[src/design/bttalu_pkg.sv]
// package for the balanced-ternary tryte alu
// holds the operation codes, stage payload types and small constant tables
// no dependencies
package bttalu_pkg;

    localparam int unsigned FieldWidth = 10;
    localparam int unsigned OpWidth    = 3;
    localparam int unsigned ShiftWidth = 3;

    // six trits weighted 243, 81, 27, 9, 3, 1
    localparam int unsigned TryteMod = 729;
    localparam int unsigned TryteMax = 364;

    // offset that lifts any raw result (magnitude up to 364 * 364) to non-negative
    localparam int unsigned LiftCount = 182;
    localparam int unsigned WrapWidth = 19;

    // reciprocal of 729 scaled by 2**ModShift, rounded up
    localparam int unsigned ModShift  = 28;
    localparam int unsigned ModRecip  = 368225;
    localparam int unsigned QuotWidth = 9;

    // reciprocal scale for the right-shift divide
    localparam int unsigned DivShift = 20;

    typedef enum logic [OpWidth-1:0] {
        OP_ADD = 3'd0,
        OP_SUB = 3'd1,
        OP_NEG = 3'd2,
        OP_MUL = 3'd3,
        OP_SHL = 3'd4,
        OP_SHR = 3'd5,
        OP_CMP = 3'd6
    } op_t;

    typedef logic signed [FieldWidth-1:0] tryte_t;

    // after operand wrap
    typedef struct packed {
        op_t                   op;
        tryte_t                a;
        tryte_t                b;
        logic [ShiftWidth-1:0] k;
    } opnd_t;

    // after the product stage
    typedef struct packed {
        op_t                   op;
        logic signed [10:0]    lin;
        logic signed [19:0]    prod_ab;
        logic signed [17:0]    prod_shl;
        logic [31:0]           prod_shr;
    } prod_t;

    typedef logic [WrapWidth-1:0] lifted_t;

    // 3**k, zero for shifts of six or more
    function automatic logic [7:0] pow3(input logic [ShiftWidth-1:0] k);
        logic [7:0] p;
        case (k)
            3'd0:    p = 8'd1;
            3'd1:    p = 8'd3;
            3'd2:    p = 8'd9;
            3'd3:    p = 8'd27;
            3'd4:    p = 8'd81;
            3'd5:    p = 8'd243;
            default: p = 8'd0;
        endcase
        return p;
    endfunction

    // (3**k - 1) / 2, the rounding bias for dropping k trits
    function automatic logic [6:0] half3(input logic [ShiftWidth-1:0] k);
        logic [6:0] h;
        case (k)
            3'd0:    h = 7'd0;
            3'd1:    h = 7'd1;
            3'd2:    h = 7'd4;
            3'd3:    h = 7'd13;
            3'd4:    h = 7'd40;
            3'd5:    h = 7'd121;
            default: h = 7'd0;
        endcase
        return h;
    endfunction

    // ceil(2**20 / 3**k), zero for shifts of six or more
    function automatic logic [20:0] recip3(input logic [ShiftWidth-1:0] k);
        logic [20:0] m;
        case (k)
            3'd0:    m = 21'd1048576;
            3'd1:    m = 21'd349526;
            3'd2:    m = 21'd116509;
            3'd3:    m = 21'd38837;
            3'd4:    m = 21'd12946;
            3'd5:    m = 21'd4316;
            default: m = 21'd0;
        endcase
        return m;
    endfunction

    // 729 / 3**k, removes the divide offset again
    function automatic logic [9:0] base3(input logic [ShiftWidth-1:0] k);
        logic [9:0] b;
        case (k)
            3'd0:    b = 10'd729;
            3'd1:    b = 10'd243;
            3'd2:    b = 10'd81;
            3'd3:    b = 10'd27;
            3'd4:    b = 10'd9;
            3'd5:    b = 10'd3;
            default: b = 10'd0;
        endcase
        return b;
    endfunction

    // fold a 10-bit field into -364..364
    function automatic tryte_t wrap_field(input tryte_t v);
        logic signed [10:0] x;
        x = {v[FieldWidth-1], v};
        if (x > 11'sd364)
        begin
            x = x - 11'sd729;
        end
        else if (x < -11'sd364)
        begin
            x = x + 11'sd729;
        end
        return x[FieldWidth-1:0];
    endfunction

endpackage

[src/design/bttalu_in_if.sv]
// request channel of the tryte alu
// depends on bttalu_pkg
interface bttalu_in_if
    import bttalu_pkg::*;
();
    logic                   valid;
    logic                   ready;
    logic [OpWidth-1:0]     op;
    logic [FieldWidth-1:0]  operand_a;
    logic [FieldWidth-1:0]  operand_b;
    logic [ShiftWidth-1:0]  shift_amount;

    modport source (
        output valid,
        output op,
        output operand_a,
        output operand_b,
        output shift_amount,
        input  ready
    );

    modport sink (
        input  valid,
        input  op,
        input  operand_a,
        input  operand_b,
        input  shift_amount,
        output ready
    );
endinterface

[src/design/bttalu_out_if.sv]
// result channel of the tryte alu
// depends on bttalu_pkg
interface bttalu_out_if
    import bttalu_pkg::*;
();
    logic                   valid;
    logic                   ready;
    logic [FieldWidth-1:0]  result_value;

    modport source (
        output valid,
        output result_value,
        input  ready
    );

    modport sink (
        input  valid,
        input  result_value,
        output ready
    );
endinterface

[src/design/bttalu_operand_stage.sv]
// stage 1: takes the request and folds both operands into the tryte range
// depends on bttalu_pkg and bttalu_in_if
module bttalu_operand_stage
    import bttalu_pkg::*;
(
    input  logic            clk,
    input  logic            rst_n,
    bttalu_in_if.sink       req,
    output logic            out_valid,
    input  logic            out_ready,
    output opnd_t           out_data
);
    logic  vld_reg;
    logic  vld_next;
    opnd_t data_reg;
    logic  adv;

    assign adv       = !vld_reg || out_ready;
    assign req.ready = adv;
    assign vld_next  = adv ? req.valid : vld_reg;

    always_ff @(posedge clk or negedge rst_n)
    begin
        if (!rst_n)
        begin
            vld_reg <= 1'b0;
        end
        else
        begin
            vld_reg <= vld_next;
        end
    end

    always_ff @(posedge clk)
    begin
        if (adv && req.valid)
        begin
            data_reg.op <= op_t'(req.op);
            data_reg.a  <= wrap_field(tryte_t'(req.operand_a));
            data_reg.b  <= wrap_field(tryte_t'(req.operand_b));
            data_reg.k  <= req.shift_amount;
        end
    end

    assign out_valid = vld_reg;
    assign out_data  = data_reg;
endmodule

[src/design/bttalu_op_unit.sv]
// stages 2 and 3: products and linear ops, then select and lift to non-negative
// depends on bttalu_pkg
module bttalu_op_unit
    import bttalu_pkg::*;
(
    input  logic     clk,
    input  logic     rst_n,
    input  logic     in_valid,
    output logic     in_ready,
    input  opnd_t    in_data,
    output logic     out_valid,
    input  logic     out_ready,
    output lifted_t  out_data
);
    logic                s2_vld_reg;
    logic                s2_vld_next;
    prod_t               s2_reg;
    logic [ShiftWidth-1:0] s2_k_reg;
    logic                s2_adv;

    logic                s3_vld_reg;
    logic                s3_vld_next;
    lifted_t             s3_reg;
    logic                s3_adv;

    logic signed [10:0]  lin;
    logic signed [11:0]  div_sum;
    logic [10:0]         div_num;
    logic [11:0]         shr_quot;
    logic signed [19:0]  raw;
    logic signed [19:0]  lifted;

    assign s3_adv      = !s3_vld_reg || out_ready;
    assign s2_adv      = !s2_vld_reg || s3_adv;
    assign in_ready    = s2_adv;
    assign s2_vld_next = s2_adv ? in_valid : s2_vld_reg;
    assign s3_vld_next = s3_adv ? s2_vld_reg : s3_vld_reg;

    // add, subtract, negate and compare fit in 11 bits
    always_comb
    begin
        case (in_data.op)
            OP_ADD:  lin = {in_data.a[9], in_data.a} + {in_data.b[9], in_data.b};
            OP_SUB:  lin = {in_data.a[9], in_data.a} - {in_data.b[9], in_data.b};
            OP_NEG:  lin = -{in_data.a[9], in_data.a};
            OP_CMP:
            begin
                if (in_data.a < in_data.b)
                begin
                    lin = -11'sd1;
                end
                else if (in_data.a > in_data.b)
                begin
                    lin = 11'sd1;
                end
                else
                begin
                    lin = 11'sd0;
                end
            end
            default: lin = 11'sd0;
        endcase
    end

    // round-to-nearest divide by 3**k: bias, offset by 729 to stay positive
    assign div_sum = {{2{in_data.a[9]}}, in_data.a}
                   + $signed({5'd0, half3(in_data.k)}) + 12'sd729;
    assign div_num = div_sum[10:0];

    always_ff @(posedge clk or negedge rst_n)
    begin
        if (!rst_n)
        begin
            s2_vld_reg <= 1'b0;
            s3_vld_reg <= 1'b0;
        end
        else
        begin
            s2_vld_reg <= s2_vld_next;
            s3_vld_reg <= s3_vld_next;
        end
    end

    // shift tables give zero for six or more trits, which clears the word
    always_ff @(posedge clk)
    begin
        if (s2_adv && in_valid)
        begin
            s2_reg.op       <= in_data.op;
            s2_reg.lin      <= lin;
            s2_reg.prod_ab  <= in_data.a * in_data.b;
            s2_reg.prod_shl <= in_data.a * $signed({1'b0, pow3(in_data.k)});
            s2_reg.prod_shr <= div_num * recip3(in_data.k);
            s2_k_reg        <= in_data.k;
        end
    end

    assign shr_quot = s2_reg.prod_shr[31:DivShift];

    always_comb
    begin
        case (s2_reg.op)
            OP_MUL:  raw = s2_reg.prod_ab;
            OP_SHL:  raw = {{2{s2_reg.prod_shl[17]}}, s2_reg.prod_shl};
            OP_SHR:  raw = $signed({8'd0, shr_quot}) - $signed({10'd0, base3(s2_k_reg)});
            default: raw = {{9{s2_reg.lin[10]}}, s2_reg.lin};
        endcase
    end

    assign lifted = raw + 20'sd132678;

    always_ff @(posedge clk)
    begin
        if (s3_adv && s2_vld_reg)
        begin
            s3_reg <= lifted[WrapWidth-1:0];
        end
    end

    assign out_valid = s3_vld_reg;
    assign out_data  = s3_reg;

`ifndef ASSERT_OFF
    // lifted value never exceeds 729 * 182 + 364 * 364
    a_lift_bound: assert property (@(posedge clk) disable iff (!rst_n)
        s3_vld_reg |-> (s3_reg <= 19'd265174))
        else $error("lifted value out of range");
`endif
endmodule

[src/design/bttalu_mod729.sv]
// stages 4 and 5: reduce modulo 729 by reciprocal multiply and map to -364..364
// depends on bttalu_pkg and bttalu_out_if
module bttalu_mod729
    import bttalu_pkg::*;
(
    input  logic          clk,
    input  logic          rst_n,
    input  logic          in_valid,
    output logic          in_ready,
    input  lifted_t       in_data,
    bttalu_out_if.source  res
);
    logic                   s4_vld_reg;
    logic                   s4_vld_next;
    lifted_t                s4_w_reg;
    logic [QuotWidth-1:0]   s4_q_reg;
    logic                   s4_adv;

    logic                   s5_vld_reg;
    logic                   s5_vld_next;
    logic [FieldWidth-1:0]  s5_res_reg;
    logic                   s5_adv;

    logic [37:0]            quot_prod;
    logic [WrapWidth-1:0]   q_times;
    logic [WrapWidth-1:0]   rem_full;
    logic [FieldWidth-1:0]  rem;
    logic [FieldWidth-1:0]  folded;

    assign s5_adv      = !s5_vld_reg || res.ready;
    assign s4_adv      = !s4_vld_reg || s5_adv;
    assign in_ready    = s4_adv;
    assign s4_vld_next = s4_adv ? in_valid : s4_vld_reg;
    assign s5_vld_next = s5_adv ? s4_vld_reg : s5_vld_reg;

    assign quot_prod = in_data * 19'(ModRecip);

    always_ff @(posedge clk or negedge rst_n)
    begin
        if (!rst_n)
        begin
            s4_vld_reg <= 1'b0;
            s5_vld_reg <= 1'b0;
        end
        else
        begin
            s4_vld_reg <= s4_vld_next;
            s5_vld_reg <= s5_vld_next;
        end
    end

    always_ff @(posedge clk)
    begin
        if (s4_adv && in_valid)
        begin
            s4_w_reg <= in_data;
            s4_q_reg <= quot_prod[ModShift+QuotWidth-1:ModShift];
        end
    end

    assign q_times  = {10'd0, s4_q_reg} * 19'(TryteMod);
    assign rem_full = s4_w_reg - q_times;
    assign rem      = rem_full[FieldWidth-1:0];
    assign folded   = (rem > 10'(TryteMax)) ? (rem - 10'(TryteMod)) : rem;

    always_ff @(posedge clk)
    begin
        if (s5_adv && s4_vld_reg)
        begin
            s5_res_reg <= folded;
        end
    end

    assign res.valid        = s5_vld_reg;
    assign res.result_value = s5_res_reg;

`ifndef ASSERT_OFF
    a_quot_bound: assert property (@(posedge clk) disable iff (!rst_n)
        s4_vld_reg |-> (s4_q_reg <= 9'd363))
        else $error("quotient out of range");

    a_rem_bound: assert property (@(posedge clk) disable iff (!rst_n)
        s4_vld_reg |-> (rem_full < 19'd729))
        else $error("reciprocal reduction left remainder of 729 or more");

    a_result_range: assert property (@(posedge clk) disable iff (!rst_n)
        s5_vld_reg |-> ($signed(s5_res_reg) >= -10'sd364 && $signed(s5_res_reg) <= 10'sd364))
        else $error("result outside tryte range");
`endif
endmodule

[src/design/balanced_ternary_tryte_alu.sv]
// pipeline: five register stages; a request accepted on req is registered in stage 1, then in
// stages 2, 3 and 4, and its result is held in stage 5, the output register seen on res
// throughput: one request per cycle while res is ready; the five stages advance independently,
// a bubble is squeezed out and a stalled res holds while earlier stages fill
// reset: rst_n clears all stage valid bits asynchronously; payload is not reset
// top level of the six-trit balanced-ternary alu; depends on bttalu_pkg, channel ifs, stage modules
module balanced_ternary_tryte_alu
    import bttalu_pkg::*;
(
    input  logic          clk,
    input  logic          rst_n,
    bttalu_in_if.sink     req,
    bttalu_out_if.source  res
);
    // stage 1 to stage 2: wrapped operands
    logic    opnd_valid;
    logic    opnd_ready;
    opnd_t   opnd_data;

    // stage 3 to stage 4: raw result lifted to a non-negative value
    logic    lift_valid;
    logic    lift_ready;
    lifted_t lift_data;

    // stage 1: out-of-range fields folded into -364..364
    bttalu_operand_stage u_operand (
        .clk       (clk),
        .rst_n     (rst_n),
        .req       (req),
        .out_valid (opnd_valid),
        .out_ready (opnd_ready),
        .out_data  (opnd_data)
    );

    // stages 2 and 3: multiplier, shift products, reciprocal divide for
    // right shifts, then per-op selection and lift by 729 * 182
    bttalu_op_unit u_ops (
        .clk       (clk),
        .rst_n     (rst_n),
        .in_valid  (opnd_valid),
        .in_ready  (opnd_ready),
        .in_data   (opnd_data),
        .out_valid (lift_valid),
        .out_ready (lift_ready),
        .out_data  (lift_data)
    );

    // stages 4 and 5: modulo 729 and fold into the tryte range; stage 5 is
    // the output register seen on res
    bttalu_mod729 u_mod (
        .clk      (clk),
        .rst_n    (rst_n),
        .in_valid (lift_valid),
        .in_ready (lift_ready),
        .in_data  (lift_data),
        .res      (res)
    );
endmodule
[src/flat_wrapper.sv]
// flat-port wrapper written by rule: the top's interface ports become plain ports
module balanced_ternary_tryte_alu_flat import bttalu_pkg::*;
  (clk, rst_n, req_valid, req_op, req_operand_a, req_operand_b, req_shift_amount, req_ready, res_valid, res_result_value, res_ready);
  bttalu_in_if req_i ();
  bttalu_out_if res_i ();
  input  logic clk;
  input  logic rst_n;
  input wire logic [$bits(req_i.valid)-1:0] req_valid;
  input wire logic [$bits(req_i.op)-1:0] req_op;
  input wire logic [$bits(req_i.operand_a)-1:0] req_operand_a;
  input wire logic [$bits(req_i.operand_b)-1:0] req_operand_b;
  input wire logic [$bits(req_i.shift_amount)-1:0] req_shift_amount;
  output wire logic [$bits(req_i.ready)-1:0] req_ready;
  output wire logic [$bits(res_i.valid)-1:0] res_valid;
  output wire logic [$bits(res_i.result_value)-1:0] res_result_value;
  input wire logic [$bits(res_i.ready)-1:0] res_ready;
  assign req_i.valid = req_valid;
  assign req_i.op = req_op;
  assign req_i.operand_a = req_operand_a;
  assign req_i.operand_b = req_operand_b;
  assign req_i.shift_amount = req_shift_amount;
  assign req_ready = req_i.ready;
  assign res_valid = res_i.valid;
  assign res_result_value = res_i.result_value;
  assign res_i.ready = res_ready;
  balanced_ternary_tryte_alu u_core (.clk(clk), .rst_n(rst_n), .req(req_i), .res(res_i));
endmodule
[config.mk]
export PLATFORM = sky130hd
export DESIGN_NAME = balanced_ternary_tryte_alu_flat
export DESIGN_NICKNAME = d
export VERILOG_FILES = /design/src/design/bttalu_pkg.sv /design/src/design/bttalu_in_if.sv /design/src/design/bttalu_out_if.sv /design/src/design/bttalu_operand_stage.sv /design/src/design/bttalu_op_unit.sv /design/src/design/bttalu_mod729.sv /design/src/design/balanced_ternary_tryte_alu.sv /design/src/flat_wrapper.sv
export SDC_FILE = /design/constraint.sdc
export NUM_CORES = 2
export LEC_CHECK = 0
export ABC_AREA = 1
export ABC_CLOCK_PERIOD_IN_PS = 22100
export BUFFER_PORTS_ARGS = -buffer_cell sky130_fd_sc_hd__buf_2
export CORE_MARGIN = 5
export CORE_UTILIZATION = 40
export DETAILED_ROUTE_END_ITERATION = 6
export HOLD_SLACK_MARGIN = 0.08
export PLACE_DENSITY = 0.62
export SLEW_MARGIN = 30
export SYNTH_ARGS = -nofsm -noshare
export SYNTH_HDL_FRONTEND = slang
export SYNTH_SLANG_ARGS = --single-unit
[constraint.sdc]
create_clock -name clk -period 22.1 [get_ports clk]
set_input_delay 1.105 -clock clk [delete_from_list [all_inputs] [get_ports clk]]
set_output_delay 1.105 -clock clk [all_outputs]
set_load 0.01 [all_outputs]
* Word-level counts from Yosys, hierarchy flattened
Index checks and enable logic that the tools add are counted.
Operators by class: $add $sub $neg 13, $mul 5, $lt $le $gt $ge 7, equal/unequal tests 16, muxes and demuxes 16, reductions and logical operators 18
Operator list (count):
- 21-bit one-hot mux with 6 select lines | 1
- 10-bit 2-to-1 mux | 6
- 10-bit one-hot mux with 6 select lines | 1
- 19-bit one-hot mux with 3 select lines | 1
- 8-bit one-hot mux with 6 select lines | 1
- 11-bit one-hot mux with 4 select lines | 1
- 19-bit by 19-bit multiplier with 37-bit output, second input constant | 1
- 7-bit one-hot mux with 5 select lines | 1
- 11-bit by 21-bit multiplier with 32-bit output | 1
- 10-bit subtractor, second input constant | 3
- 3-bit == test, second input constant | 7
- 21-bit 2-to-1 mux | 1
- 10-bit adder, second input constant | 2
- 10-bit > comparator, second input constant | 2
- 10-bit less-than comparator, second input constant | 2
- 19-bit adder, second input constant | 1
- 10-bit by 10-bit multiplier with 19-bit output | 1
- 3-bit by 2-bit == test with 1-bit output, second input constant | 6
- 10-bit by 9-bit multiplier with 18-bit output | 1
- 12-bit by 10-bit subtractor with 13-bit output | 1
- 10-bit by 10-bit adder with 11-bit output | 1
- 10-bit by 8-bit adder with 11-bit output | 1
- 11-bit adder, second input constant | 1
- 11-bit 2-to-1 mux | 1
- 14 further kinds | 30
Word-level totals: register bits after elaboration 165, input port bits 30, output and inout port bits 12

* Longest topological paths before layout
depth in word-level cells 8, gate-level depth with buffers 43, mapped depth without buffers 41

* Modules after synthesis
A second synthesis with hierarchy kept.
Unflattened totals: cells, all modules 3734, area total of the unflattened synthesis 30121.4 um^2
By module, submodules not included:
- bttalu_op_unit | times used 1, cells each 2396, area an instance 19088.3 um^2, seq. area each 2602.5 um^2
- bttalu_mod729 | times used 1, cells each 1080, area an instance 9095.0 um^2, seq. area each 920.9 um^2
- bttalu_operand_stage | times used 1, cells each 258, area an instance 1938.1 um^2, seq. area each 805.8 um^2

* Worst setup path after synthesis
No wires, ideal clock.
path kind flip-flop to flip-flop, from register u_core.u_operand.data_reg (netlist bit u_core.u_operand.out_data[1]), to register u_core.u_ops.s2_reg[24] (netlist bit) (data pin), arrival 7344 ps, required time 21831 ps, slack 14487 ps, cell stages (with the launch flop) 38, buffers on the path 2, period minus slack after synthesis 7613 ps, cell sequence edfxtp_1 -> nor2_4 -> nand2_1 -> clkbuf_1 -> nand2_1 -> o21ai_0 -> ha_1 -> inv_1 -> ha_1 -> nand3_1 -> nand2_1 -> nand2_1 -> nand2_1 -> nand2_1 -> nand2_1 -> nand2_1 -> nand2_1 -> a21oi_1 -> [... 2 more ...] -> clkbuf_1 -> nor2_1 -> fa_1 -> fa_1 -> inv_1 -> fa_1 -> inv_1 -> fa_1 -> inv_1 -> fa_1 -> inv_1 -> ha_1 -> a21oi_1 -> o21a_1 -> nor2_1 -> a2111oi_0 -> o31ai_1 -> xor2_1
On the way: longest elaborated chain between the ends 5, elaborated cells between the ends (all ways) 12, those cells by class add/sub (2); mul (1); eq/ne (5); mux (3); reduce/logical (1)
Ends and longest elaborated chain:
- from (decl) | RTL line bttalu_operand_stage.sv:15 | opnd_t data_reg;
- 3-bit == test (tied with other cells) | RTL line bttalu_pkg.sv:75, bttalu_pkg.sv:90
- 7-bit one-hot mux with 5 select lines | RTL line bttalu_pkg.sv:75 | case (k)
- 10-bit by 8-bit adder with 11-bit output | RTL line bttalu_op_unit.sv:67 | + $signed({5'd0, half3(in_data.k)}) + 12'sd729;
- 11-bit adder | RTL line bttalu_op_unit.sv:67
- 11-bit by 21-bit multiplier with 32-bit output (*) | RTL line bttalu_op_unit.sv:93 | s2_reg.prod_shr <= div_num * recip3(in_data.k);
- to (decl) | RTL line bttalu_op_unit.sv:17 | prod_t s2_reg;
Every way passes the cells marked *; elsewhere a longest branch is shown, timed or not. The select of a mux whose other input is x is not followed. A chain may end at the register's enable or synchronous reset.

* Final worst setup path
from register u_core.u_operand.data_reg (netlist bit u_core.u_operand.out_data[1]), to register u_core.u_ops.s2_reg[30] (netlist bit) (data pin)
The elaborated chain is that of the path after synthesis.

==> impl_results.md <==
* Top Ports at 42
* Die width at about 280 um
* Crit Path Category: flop to flop
* Area growth, synth to finish at 6.59%
* CTS root buf: clkbuf_16
* Worst-path maximum fanout at 14
* Final worst slack at roughly 14,000 ps
* Final-report setup violation count at 0
* IO Port Bufs at 41
* Syn nets at approximately 4,300
* CP startpoint: u_core.u_operand.out_data[1]$_DFFE_PP_
* CP max stage cell: edfxtp_1
* Hold-fix buffers, CTS at 0
* Routability Congestion at roughly 0.94
* Met3 WL at about 3400 um
* Number of synthesized flops with an enable pin at between 100 and 150
* Initial antenna violation count at 0
* Worst-Margin Slew at 901 ps
* R2r worst-path depth at 34
* First-pass GRT wire length at approximately 120,000 um
* M1 WL at roughly 32,000 um
* Crit-path most repeated cell: nand2_1
* Yosys warnings at 0
* Register bit count reported by yosys at about 150
* F_max at about 0.12 GHz
* Worst Path Arrival at a little under 9000 ps
* Post-synthesis sequential area ratio at approximately 15%
* Final Hold Viols at 0
* PostCTS Resize Cnt at 0
* Max H-tree Level at 4
* Antenna Cells at 0
* Top routing layer in use: met4
* Tcrit/Tclk final at between 30% and 40%
* Post-Synthesis Cell Area at ~29,000 um2
* Total of max-cap violations at 0
* Die outline area at 78,300 um2
* Status: complete, no violations
* Gr usage total at about 18%
* Antenna-violating nets left at 0
* Synth Flop Type: edfxtp_1
* Post CTS Setup Buffer Count at 0
* CTS sink cnt at around 150
* Starting Density at around 40%
* Iter 0 DRT Violations at roughly 1,400
* Core Rows at 99
* Slew headroom at 39.5%
* Routed WL at about 69,000 um
* Routed WL per cell at roughly 16 um
* Die Y at approximately 280 um
* CTS clk-pin slew, worst paths at approximately 70 ps
* Netlist cell types at 64
* Detailed Routing Iterations Pass 1 at 5
* Synthesized area per cell at 8.39 um2
* CTS tree: built
* RSZ-0062 raised after global routing: false
* Post-synth ARST share at 3.45%
* Setup TNS Final at 0 ps
* Crit path time final at about 8600 ps
* Post-Synthesis Cells at between 3,000 and 4,000
* Gr ovfl total at 0
* Launching point of the worst reg2reg path: u_core.u_operand.out_data[1]$_DFFE_PP_
* Core Box Area at just over 70,000 um2
* DP Worst Slack at about 14,000 ps
* Residual DRC at 0
* Clock Tree Buf Depth at 2
* Via-to-Cell Ratio at 4.83
* Final Slew Violations at 0
* DR WL met2 at approximately 32,000 um
* Largest net degree at the start of global routing at 67
* CP Capture Type: flop
* Clock Skews at approximately 18 ps
* Vias in the first global route at roughly 22,000
* Hold Crit Class: input port to asynchronous set/reset pin
* CTS Buf Count at 17
* Dpl hpwl at about 59,000 um
* Clk_lat worst skew at ~480 ps
* Layout cell share with drive strength beyond 1 at around 4.5%
* Vias after detailed routing at between 20,000 and 25,000
* CP max stage delay at between 500 and 600 ps
* Nets@finish at around 4,400
* Max FFs per register at 63
* Worst EP required at between 20,000 and 25,000 ps
* Worst setup SP type: flop
* Reg2Reg Setup Slack at ~14,000 ps
* RR Endpoint: u_core.u_ops.s2_reg[30]$_DFFE_PP_
==> layout make-up <==
| type | instances | area [um2] |
|---|---|---|
| Tap cell | 959 | 1200 |
| Clock buffer | 17 | 425 |
| Sequential cell | 145 | 4330 |
| Inverter | 948 | 3560 |
| Clock inverter | 15 | 190 |
| Timing Repair Buffer | 52 | 288 |
| Fill cell | 7423 | 41500 |
| Multi-Input combinational cell | 2329 | 21000 |
==> layout by cell type (no fill, tap or decap), drive strengths merged, types with 16 or more instances in the layout <==
| cell type | count |
|---|---|
| o21ai | 106 |
| nand4 | 36 |
| nand2 | 552 |
| nand3 | 91 |
| or2 | 16 |
| xor2 | 76 |
| ha | 430 |
| fa | 413 |
| xnor2 | 37 |
| nor3 | 29 |
| edfxtp | 140 |
| inv | 953 |
| buf | 52 |
| nor2 | 285 |
| clkbuf | 17 |
| a21oi | 154 |
==> logic make-up (layout without fill, tap and decap cells) <==
family / Yosys count / after routing / share of synthesized area (%)
simple gates: 1029 / 1029 / 14.9
buf+inv: 995 / 1032 / 12.9
fa+ha+maj: 843 / 843 / 46.9
compound gates: 344 / 344 / 7.00
flops: 145 / 145 / 14.9
xor+xnor: 113 / 113 / 3.40
==> synth_stat cells (4+ instances only) <==
cell         n  share of area, %
a21boi_0     4              0.10
a21o_1       5              0.13
a21oi_1    147               2.5
a21oi_2      5              0.15
a221oi_1     7              0.21
a31oi_1      6              0.13
and2_1       4             0.086
clkbuf_1    39              0.50
clkinv_1     4             0.052
dfrtp_1      5              0.43
edfxtp_1   140                14
fa_1       413                28
ha_1       430                18
inv_1      935                12
inv_2        9              0.12
nand2_1    536               6.9
nand2_2     13              0.28
nand3_1     86               1.5
nand3_2      4              0.14
nand3b_1     8              0.21
nand4_1     34              0.73
nor2_1     279               3.6
nor2_2       4             0.086
nor3_1      27              0.46
nor4_1       4             0.086
o2111ai_1    9              0.27
o211ai_1     6              0.15
o21a_1       9              0.23
o21ai_0     95               1.6
o21ai_1      9              0.15
o21bai_1     6              0.15
o31ai_1      7              0.18
or2_2       14              0.30
xnor2_1     37               1.1
xor2_1      76               2.3
==> worst max-delay path by stage <==
stage / to / slack [ps] / depth (start not counted)
2_1_floorplan: u_core.u_ops.s2_reg[24]$_DFFE_PP_ / 14490 / 37
3_3_place_gp: u_core.u_ops.s2_reg[30]$_DFFE_PP_ / 13720 / 34
3_5_place_dp: u_core.u_ops.s2_reg[30]$_DFFE_PP_ / 13590 / 34
4_1_cts: u_core.u_ops.s2_reg[30]$_DFFE_PP_ / 13570 / 34
5_1_grt: u_core.u_ops.s2_reg[30]$_DFFE_PP_ / 12900 / 34
6_report: u_core.u_ops.s2_reg[30]$_DFFE_PP_ / 13530 / 34
==> stage by stage <==
stage          std cells  util (%)  area, um2  hold slack [ps]
3_3_place_gp        4433      41.9      30400              451
6_report            4465      42.8      31000              436
3_5_place_dp        4433      41.9      30400              456
4_1_cts             4465      42.7      31000              408
5_1_grt             4465      42.8      31000              423
2_1_floorplan       3469         -      29100              434
==> critical path, delay by kind of cell, from the launching register on <==
kind | cells | cell delay [ps]
compound gates | 8 | 1490
xor+xnor | 1 | 140
fa+ha+maj | 8 | 3600
buf+inv | 6 | 310
flops | 1 | 550
simple gates | 11 | 2210
==> metal layers <==
metal / GRT usage (%) / up-vias
met5: 0 / -
met4: 4.72 / 0
met3: 2.42 / 91
met2: 30.5 / 467
met1: 25.6 / 10258
li1: - / 10745
Power is not shown: default switching activity piles up to over one toggle a cycle in this logic, so the estimate is an artifact.
